## config.mk

```make
export PLATFORM = sky130hd
export DESIGN_NAME = nbm_ctrl
export DESIGN_NICKNAME = d
export VERILOG_FILES = /design/src/rtl/nbm_pkg.sv /design/src/rtl/nbm_ctrl.sv
export SDC_FILE = /design/constraint.sdc
export NUM_CORES = 1
export LEC_CHECK = 0
export ABC_AREA = 1
export BUFFER_PORTS_ARGS = -buffer_cell sky130_fd_sc_hd__buf_2
export CORE_AREA = 2 2 39 41
export DETAILED_ROUTE_END_ITERATION = 8
export DIE_AREA = 0 0 41 43
export PLACE_DENSITY_LB_ADDON = 0.15
export RECOVER_POWER = 100
export SETUP_SLACK_MARGIN = 0.02
export SYNTH_ARGS = -nofsm -noshare
export SYNTH_HDL_FRONTEND = slang
export SYNTH_SLANG_ARGS = --single-unit
```

## constraint.sdc

```tcl
create_clock -name clk -period 1.1 [get_ports clk]
set_clock_uncertainty 0.2 [all_clocks]
set_input_delay 0.22 -clock clk [delete_from_list [all_inputs] [get_ports clk]]
set_output_delay 0.22 -clock clk [all_outputs]
set_load 0.01 [all_outputs]
```

## src/rtl/nbm_pkg.sv

```systemverilog
package nbm_pkg;

  // axis and map geometry
  localparam int LOAD_POINTS = 16;
  localparam int RPM_POINTS  = 16;
  localparam int MAX_POINTS  = (LOAD_POINTS > RPM_POINTS) ? LOAD_POINTS : RPM_POINTS;
  localparam int IDX_W       = $clog2(MAX_POINTS);
  localparam int LO_W        = $clog2(MAX_POINTS + 1);
  localparam int CELLS       = RPM_POINTS * LOAD_POINTS;
  localparam int CELL_W      = $clog2(CELLS);
  localparam int NUM_LANES   = 2;
  localparam int LANE_LOAD   = 0;
  localparam int LANE_RPM    = 1;

  // field widths
  localparam int KIND_W  = 2;
  localparam int ENTRY_W = 4;
  localparam int AXIS_W  = 16;
  localparam int PW_W    = 32;
  localparam int PA_W    = 16;
  localparam int MAP_W   = PW_W + PA_W;
  localparam int IN_DATA_W  = 104;
  localparam int OUT_DATA_W = 56;

  typedef enum logic [KIND_W-1:0] {
    KIND_WR_LOAD = 2'd0,
    KIND_WR_RPM  = 2'd1,
    KIND_WR_CELL = 2'd2,
    KIND_LOOKUP  = 2'd3
  } kind_t;

  typedef enum logic [1:0] {
    ST_IDLE,
    ST_SEARCH,
    ST_MAP
  } ctrl_state_t;

  typedef enum logic [1:0] {
    LS_IDLE,
    LS_PROBE,
    LS_NEIGH,
    LS_DONE
  } lane_phase_t;

  typedef struct packed {
    logic start;
    logic wr_load;
    logic wr_rpm;
    logic wr_cell;
    logic map_rd;
    logic out_load;
  } ctrl_cmd_t;

  typedef struct packed {
    logic search_done;
    logic out_free;
  } ctrl_stat_t;

  // low bits of an index as carried in the result item
  function automatic logic [ENTRY_W-1:0] idx_field(logic [IDX_W-1:0] idx);
    logic [31:0] w;
    w = 32'(idx);
    return w[ENTRY_W-1:0];
  endfunction

endpackage

```

## src/rtl/nbm_ctrl.sv

```systemverilog
module nbm_ctrl
  import nbm_pkg::*;
(
  input  logic       clk,
  input  logic       rst_n,
  input  logic       in_valid,
  input  kind_t      kind,
  output logic       in_ready,
  output ctrl_cmd_t  cmd,
  input  ctrl_stat_t stat
);

  ctrl_state_t state_r, state_nxt;

  always_ff @(posedge clk) begin
    if (!rst_n) begin
      state_r <= ST_IDLE;
    end else begin
      state_r <= state_nxt;
    end
  end

  always_comb begin
    state_nxt = state_r;
    in_ready  = 1'b0;
    cmd       = '0;
    unique case (state_r)
      ST_IDLE: begin
        in_ready = 1'b1;
        if (in_valid) begin
          unique case (kind)
            KIND_WR_LOAD: cmd.wr_load = 1'b1;
            KIND_WR_RPM:  cmd.wr_rpm  = 1'b1;
            KIND_WR_CELL: cmd.wr_cell = 1'b1;
            KIND_LOOKUP: begin
              cmd.start = 1'b1;
              state_nxt = ST_SEARCH;
            end
          endcase
        end
      end
      ST_SEARCH: begin
        if (stat.search_done) begin
          cmd.map_rd = 1'b1;
          state_nxt  = ST_MAP;
        end
      end
      ST_MAP: begin
        // map data held in the ram output until the result slot frees
        if (stat.out_free) begin
          cmd.out_load = 1'b1;
          state_nxt    = ST_IDLE;
        end
      end
      default: state_nxt = ST_IDLE;
    endcase
  end

endmodule

```

==> impl_results.md <==
* Post-CTS Hold Buffers at 0
* Worst setup path end: cmd[2]
* Flops & latches, synth at 2
* CTS tree: built
* Top Registers: state_r x2
* Max Buffers Root-to-Sink at 2
* Hold Crit Class: primary input to flop
* Asr flop ratio synth at 0%
* Register area share after synthesis at 22.4%
* CP max FO at 4
* Initial core utilization at 12.9%
* Critical path data required time at 0.68 ns
* Residual DRC at 0
* Critical setup path kind: flop to output pin
* Gpl congestion at 0.527
* Net switching power at 0.0901 mW
* Internal power at 0.248 mW
* TritonCTS Buffers at 3
* CTS Root Cell: clkbuf_4
* CP Capture Type: output pin
* Distinct cells, synth at 13
* DRT iter0 DRCs at 2
* Reg2reg setup slack at 0.04 ns
* I/O pin count at 14
* Setup violators final at 7
* Final Hold Viols at 0
* Worst hold margin at 0.0397 ns
* Reg2reg start: state_r[0]
* Synth warn at 0
* Syn_area_per_cell at 6.63 µm²
* Syn_nets at 34
* Die width at 41 µm
* Post-route non-filler standard cell count at 66
* Slew Limit Fails at 0
* Register bank with the most flops: state_r
* Layout Nets at 59
* EDFF count, synth at 0
* Detailed Routing Iterations Pass 1 at 3
* Antenna Nets Post-Route at 0
* Slowest CP cell: dfxtp_2
* Worst Setup Slack, final at -0.306 ns
* Slew HR at 89.5%
* PwrDens at 841 nW/µm²
* Overflow after GRT at 0
* Worst-skew pair later-pin latency at 0.22 ns
* Gr usage total at 6.71%
* WL final at 456 µm
* Dpl ws at -0.116 ns
* P_leak at 0.204 nW
* IO buf count at 13
* P&R area growth vs syn at 124%
* N_diodes at 0
* Status: finished, violations left
* Vias per std cell at 3.59
* CP max stage delay at 0.32 ns
* Max Clk Rate at 0.711 GHz
* Global-route wire length before repair at 765 µm
* Largest net degree at the start of global routing at 5
* Most frequent cell after synthesis: inv_1
* Placed Instances at 61
* Failing checks: negative setup slack
* Minimum clock period at 1.41 ns
* Most used DFF post-synth: dfxtp_1
* Initial antenna violation count at 0
* Crit share post-route at 128%
* Core ar. at 1380 µm²
* Die area at 1760 µm²
* WL/cell at 6.91 µm
* Max reg flops at 2
* Worst-Margin Slew at 0.157 ns
* Placed Area at 334 µm²
* Worst R2R End: state_r[1]
* Setup crit start: state_r[1]
* Critical path cell sequence: inv_4, nand2_4, inv_4, nand2_4, nor2_4, buf_6
* Mapped Cells at 27
* Clk pin slew, worst setup/hold paths at 0.03 ns
* Crit path launch type: flop
* Vias at 237
* Htree depth at 1
* Post-Layout Inst Area at 402 µm²
* Synth area leader: dfxtp_1
* Detail Placement HPWL at 364 µm
* Final TNS setup at -1.90 ns
* Reg power frac at 22.9%
* CTS Sinks at 2
* Reg2reg path depth at 4
* RSZ-0062 raised after global routing: true
* Sw frac at 26.7%
* Worst EP arrival at 0.99 ns
* Die H at 43 µm
* Synth Cell Area at 179 µm²
* Clk pwr share at 46.9%
* Yosys top cell area share at 22.4%
* Vias in the first global route at 207
* Combinational share of power at 30.2%
* Most instantiated cells after synthesis: inv_1, nand2_1, nor2_2
* Synth top area cells: dfxtp_1, inv_1, nor2_2
* Max cap viols at 0
* Tot Pwr at 0.338 mW
* Max VDD drop at 0.242 mV
* Core Rows at 14
* Share of cells above drive strength 1 at 76.0%
* Layout Utilization at 29.0%
==> repair_timing <==
item	CTS	global route
gates resized for setup	4	1
setup buffers	1	1
setup endpoints to repair	8	9
pin swaps	4	1
==> how the worst min path moves through the flow <==
stage	startpoint	end	slack, ns	depth (start not counted)
final	rst_n	state_r[0]	0.04	3
after global routing	rst_n	state_r[0]	0.04	3
after CTS	rst_n	state_r[0]	0.03	3
after detailed placement	rst_n	state_r[0]	0.27	3
after global placement	rst_n	state_r[0]	0.26	3
after floorplan	rst_n	state_r[0]	0.16	2
==> layout make-up <==
| class | instances | area, µm² |
|---|---|---|
| inverter | 8 | 35.0 |
| sequential | 2 | 42.5 |
| fill | 156 | 982 |
| tap | 16 | 20.0 |
| timing repair buffer | 20 | 143 |
| clock buffer | 3 | 22.5 |
| multi-input combinational | 17 | 139 |
==> worst max-delay path, delay by kind of cell (launching register included) <==
family                 cells  cell delay (ns)
flip-flops                 1             0.32
buffers and inverters      3             0.23
AND/OR/NAND/NOR            3             0.21
==> power by group through the flow <==
stage	clock [mW]	combinational, mW	sequential, mW
6_report	0.158	0.102	0.0775
5_1_grt	0.175	0.112	0.0778
2_1_floorplan	0	0.0461	0.0787
3_3_place_gp	0	0.0880	0.0784
4_1_cts	0.171	0.0976	0.0775
3_5_place_dp	0	0.0861	0.0784
==> cell usage in the layout (no fill, tap or decap) <==
cell / n
nor3_2: 1
a21oi_1: 1
nor2_2: 2
inv_1: 5
nor2_4: 4
buf_2: 9
buf_4: 7
inv_2: 1
clkbuf_4: 3
nand3_4: 1
dfxtp_2: 2
buf_6: 4
nand2_4: 2
nand2_1: 3
nor3_1: 1
inv_4: 2
nand3_1: 2
==> cells by family after synthesis <==
logic type / count (synthesis) / synth area share, %
AO/OA/AOI/OAI: 1 / 2.79
AND/OR/NAND/NOR: 16 / 56.6
buffers and inverters: 8 / 18.2
flip-flops: 2 / 22.4
==> layer usage <==
| layer | vias up | global-route usage [%] | share of wire (%) |
|---|---|---|---|
| met5 | - | 0 | 0 |
| met1 | 99 | 8.28 | 36 |
| met2 | 11 | 9.06 | 54 |
| met3 | 0 | 3.14 | 9.6 |
| met4 | 0 | 4.00 | 0 |
| li1 | 127 | - | - |
Power figures use the tool's default switching activity.
